$ cat config.mk
export PLATFORM = sky130hd
export DESIGN_NAME = hb_div
export DESIGN_NICKNAME = d
export VERILOG_FILES = /design/src/rtl/core/hb_pkg.sv /design/src/rtl/core/hb_div.sv
export SDC_FILE = /design/constraint.sdc
export NUM_CORES = 2
export LEC_CHECK = 0
export BUFFER_PORTS_ARGS = -buffer_cell sky130_fd_sc_hd__buf_4
export CAP_MARGIN = 20
export CORE_MARGIN = 2
export CORE_UTILIZATION = 57
export CTS_CLUSTER_DIAMETER = 40
export DETAILED_ROUTE_END_ITERATION = 8
export PLACE_DENSITY_LB_ADDON = 0.3
export SLEW_MARGIN = 10
export SYNTH_ARGS = -nofsm -noshare
export SYNTH_HDL_FRONTEND = slang
export SYNTH_SLANG_ARGS = --single-unit
$ cat constraint.sdc
create_clock -name i_clk -period 4.2 [get_ports i_clk]
set_clock_uncertainty 0.2 [all_clocks]
set_input_delay 0.21 -clock i_clk [delete_from_list [all_inputs] [get_ports i_clk]]
set_output_delay 0.21 -clock i_clk [all_outputs]
set_load 0.01 [all_outputs]
$ cat src/rtl/core/hb_pkg.sv
// Shared constants, types and the Q.32 multiply for the hextile blend weights block.
// No dependencies.
package hb_pkg;

    // Internal fixed point: unsigned Q.32, one equals 2^32.
    localparam int QB = 32;
    localparam int PW = 17;
    localparam logic [32:0] QONE  = 33'h1_0000_0000;
    localparam logic [32:0] QHALF = 33'h0_8000_0000;
    localparam logic [32:0] R_LO  = 33'd4294967;
    localparam logic [32:0] R_HI  = 33'd4290672329;

    // Pipeline depths: divider, and request to result strobe.
    localparam int DIV_LAT = 33;
    localparam int HB_LAT  = 109;

    typedef logic [32:0] t_q;
    typedef logic [PW-1:0] t_port;

    // Truncated product of two Q.32 values that are both at most one.
    function automatic t_q mulq(input t_q a, input t_q b);
        logic [63:0] prod;
        prod = a[31:0] * b[31:0];
        if (a >= QONE) begin
            return b;
        end else if (b >= QONE) begin
            return a;
        end
        return {1'b0, prod[63:32]};
    endfunction

endpackage

$ cat src/rtl/core/hb_div.sv
// Pipelined restoring divider, one quotient bit per stage: floor(num*2^32/den), saturated.
// Depends on hb_pkg.
module hb_div (
    input  logic        i_clk,
    input  logic [33:0] i_num,
    input  logic [33:0] i_den,
    output hb_pkg::t_q  o_q
);
    import hb_pkg::*;

    logic [34:0] r_rem [QB+1];
    logic [33:0] r_den [QB+1];
    logic [31:0] r_q   [QB+1];
    logic        r_sat [QB+1];

    // Capture operands; a numerator at or above the denominator saturates to one.
    always_ff @(posedge i_clk) begin
        r_rem[0] <= {1'b0, i_num};
        r_den[0] <= i_den;
        r_q[0]   <= '0;
        r_sat[0] <= (i_num >= i_den);
    end

    // One shift, compare and subtract per stage.
    for (genvar k = 0; k < QB; k++) begin : g_stage
        logic [34:0] n_sh;
        logic        n_ge;
        assign n_sh = {r_rem[k][33:0], 1'b0};
        assign n_ge = (n_sh >= {1'b0, r_den[k]});
        always_ff @(posedge i_clk) begin
            r_rem[k+1] <= n_ge ? (n_sh - {1'b0, r_den[k]}) : n_sh;
            r_den[k+1] <= r_den[k];
            r_q[k+1]   <= {r_q[k][30:0], n_ge};
            r_sat[k+1] <= r_sat[k];
        end
    end

    assign o_q = r_sat[QB] ? QONE : {1'b0, r_q[QB]};
endmodule

==> results.md <==
- Final TNS setup: 0 ns
- Pin count of the biggest net entering global routing: 65
- CTS root buffer: clkbuf_16
- Dpl hpwl: about 250000 um
- Register area: around 55000 sq um
- First-pass GRT wire length: between 500000 and 600000 um
- Unrepaired setup endpoints after global routing: false
- Fillers: 17380
- Iteration-0 DRC Markers: 7302
- Util after Layout: about two thirds
- LEAKAGE: 67.19 nW
- Residual DRC: 0
- CTS tree: done
- Max-cap viol count: 0
- Crit-path max FO: 40
- Final period utilization: 96.11%
- Vias/cell: about 5.7
- Clock share of power: 23.4%
- Tightest Pin Transition: 1.090 ns
- Area of the multi-input gates: 64000 sq um
- Reg clk slew, reported paths: 0.06 ns
- Post-synthesis async set-or-reset flop share: 0%
- Nets: 15130
- # clock sinks: 2737
- Drt total wl: 329100 um
- Number of synthesized flops with an enable pin: 0
- Via Count: slightly below 100k
- Clk buf depth: 4
- Highest Signal Layer: met5
- Avg Synthesized Cell Area: 9.254 sq um
- CP Data Required Time: 4.82 ns
- Fin. Hold Viols: 0
- Die height: 472.3 um
- Post-synthesis cell type count: 98
- Final Setup Violations: 0
- Met1 Routed Length: 137900 um
- Logic pwr share: 46.5%
- Rel. slew slack: 26.64%
- WL met2: 157200 um
- Initial Util: 57.45%
- Vias in the first global route: approximately 96000
- DR WL/cell: 19.30 um
- CTS Buf Count: between 300 and 400
- Antenna violations before repair: 12
- Io pins: 102
- Clock latency on the worst-skew pair: 0.97 ns
- Global-route usage over all layers: around 29%
- Critical path class: flop to flop
- ANT nets after route: 0
- Syn Nets: 14730
- Die X: approximately 470 um
- Switching share of power: 39.45%
- Tmin final: 4.037 ns
- Worst r2r path cells: 13
- Ys flop type: dfxtp_1
- RD Place Congestion: around 0.96
- Int Power: 82.33 mW
- Worst VDD drop: 0.8240 mV
- Final Instance Area: 143600 sq um
- Status: complete, no violations
- WP data arrival: 4.65 ns
- P&R area growth vs syn: 14.84%
- Hold Crit Depth: 0
- Mapped Cells: 13510
- Critical path endpoint category: flop
- Drt pass-1 iters: 8
- Max Clock Freq: 0.2477 GHz
- Die footprint: 223100 sq um
- Total gr overflow: 0
- Setup crit start kind: flop
- Dpl cell area: approximately 130000 sq um
- Core area: between 200000 and 250000 sq um
- Port Buffers: 101
- Register area share after synthesis: 43.83%
- Hold/Removal Path Class: flop to flop
- NetSw: 53.64 mW
- # rows: 171
- H-tree levels: 5
- Sequential share of power: 30.1%
- Post-synthesis instance area: 125000 sq um
- Max-slew violation count: 0
- Pwr dens: 947.1 nW/um^2
- Most frequent cells in the layout: dfxtp_1, inv_1, ha_1
- Commonest non-fill, non-tap cell in the layout: dfxtp_1
- Met3 wire length: 18730 um
- Fraction of layout instances using a drive strength above 1: 9.371%
- Yosys warning total: 0
- #FFs+latches synth: 2737
## per-stage QoR
stage	std cells	worst slack, ns	total power [mW]	hold slack (ns)
2_1_floorplan	13510	0.7109	86.15	0.03772
3_3_place_gp	16250	0.2403	102.0	0.1095
3_5_place_dp	16250	0.2359	103.1	0.1121
4_1_cts	17050	0.1555	135.8	0.01225
5_1_grt	17050	0.001611	145.3	0.07834
6_report	17050	0.1633	136.0	0.07916
## flip-flops by register name, indices dropped and copies added, names as in the netlist
signal / count
r_den: 1088
r_sat: 33
r_rem: 1088
r_q: 528
## area by class of cell
cell class / instances / area share (%)
tap: 2854 / 2.487
inverter: 1371 / 3.584
sequential: 2737 / 38.17
timing repair buffer: 361 / 2.282
antenna: 2 / 0.003486
multi-input combinational: 9062 / 44.58
clock inverter: 225 / 1.979
clock buffer: 436 / 6.921
## layer usage
layer | global-route usage [%] | vias to the layer above
li1 | - | 47730
met1 | 35.51 | 45630
met2 | 49.46 | 3160
met3 | 4.111 | 867
met4 | 12.50 | 2
met5 | 0 | -
## kinds of logic after synthesis
| logic type | synth area share, % |
|---|---|
| flip-flops | 43.83 |
| AO/OA/AOI/OAI | 18.29 |
| XOR/XNOR | 6.389 |
| buffers and inverters | 5.193 |
| multiplexers | 3.317 |
| adder cells (fa/ha/maj) | 11.72 |
| AND/OR/NAND/NOR | 11.27 |
## power by group through the flow
stage | Combinational, mW | Clock (mW) | Sequential (mW)
3_3_place_gp | 60.6 | 0 | 41.4
3_5_place_dp | 61.7 | 0 | 41.3
5_1_grt | 70.2 | 33.5 | 41.6
4_1_cts | 62.5 | 32.4 | 41.0
2_1_floorplan | 48.0 | 0 | 38.2
6_report | 63.2 | 31.9 | 40.9
## critical path, cell delays in order (launching register included)
cell	delay [ns]
dfxtp_1	0.37
inv_1	0.08
ha_1	0.30
nor2b_1	0.14
o21a_1	0.19
o21ai_0	0.53
a211oi_1	0.25
o31ai_1	0.30
buf_4	0.18
a311oi_1	0.14
a221o_1	0.42
a21oi_4	0.22
buf_12	0.22
mux2_2	0.37
## timing repair
action | CTS | global route
endpoints found under the hold margin | 69 | 0
hold buffers | 136 | 0
resized for setup | 0 | 7
setup buffers | 0 | 1
setup endpoints to repair | 0 | 18
## worst paths after layout
path | startpoint | endpoint | slack (ns)
worst max register to register | r_den[0][987] | r_rem[0][1051] | 0.16
worst min register to register | r_q[0][228] | r_q[0][261] | 0.08
worst min-delay path | r_q[0][228] | r_q[0][261] | 0.08
worst max-delay path | r_den[0][987] | r_rem[0][1051] | 0.16
## synthesized netlist by cell type (218+ instances only)
| cell type | number | share of area, % |
|---|---|---|
| a21o_1 | 607 | 3.6 |
| a21oi_1 | 1067 | 4.3 |
| clkbuf_1 | 282 | 0.85 |
| dfxtp_1 | 2737 | 44 |
| ha_1 | 1121 | 11 |
| inv_1 | 1370 | 4.1 |
| mux2_2 | 348 | 3.1 |
| nand2_1 | 992 | 3.0 |
| nand3_1 | 218 | 0.87 |
| nor2_1 | 706 | 2.1 |
| o21ai_0 | 960 | 3.8 |
| xnor2_1 | 506 | 3.5 |
| xor2_1 | 406 | 2.8 |
No activity file was read; power rests on OpenSTA's default activity.
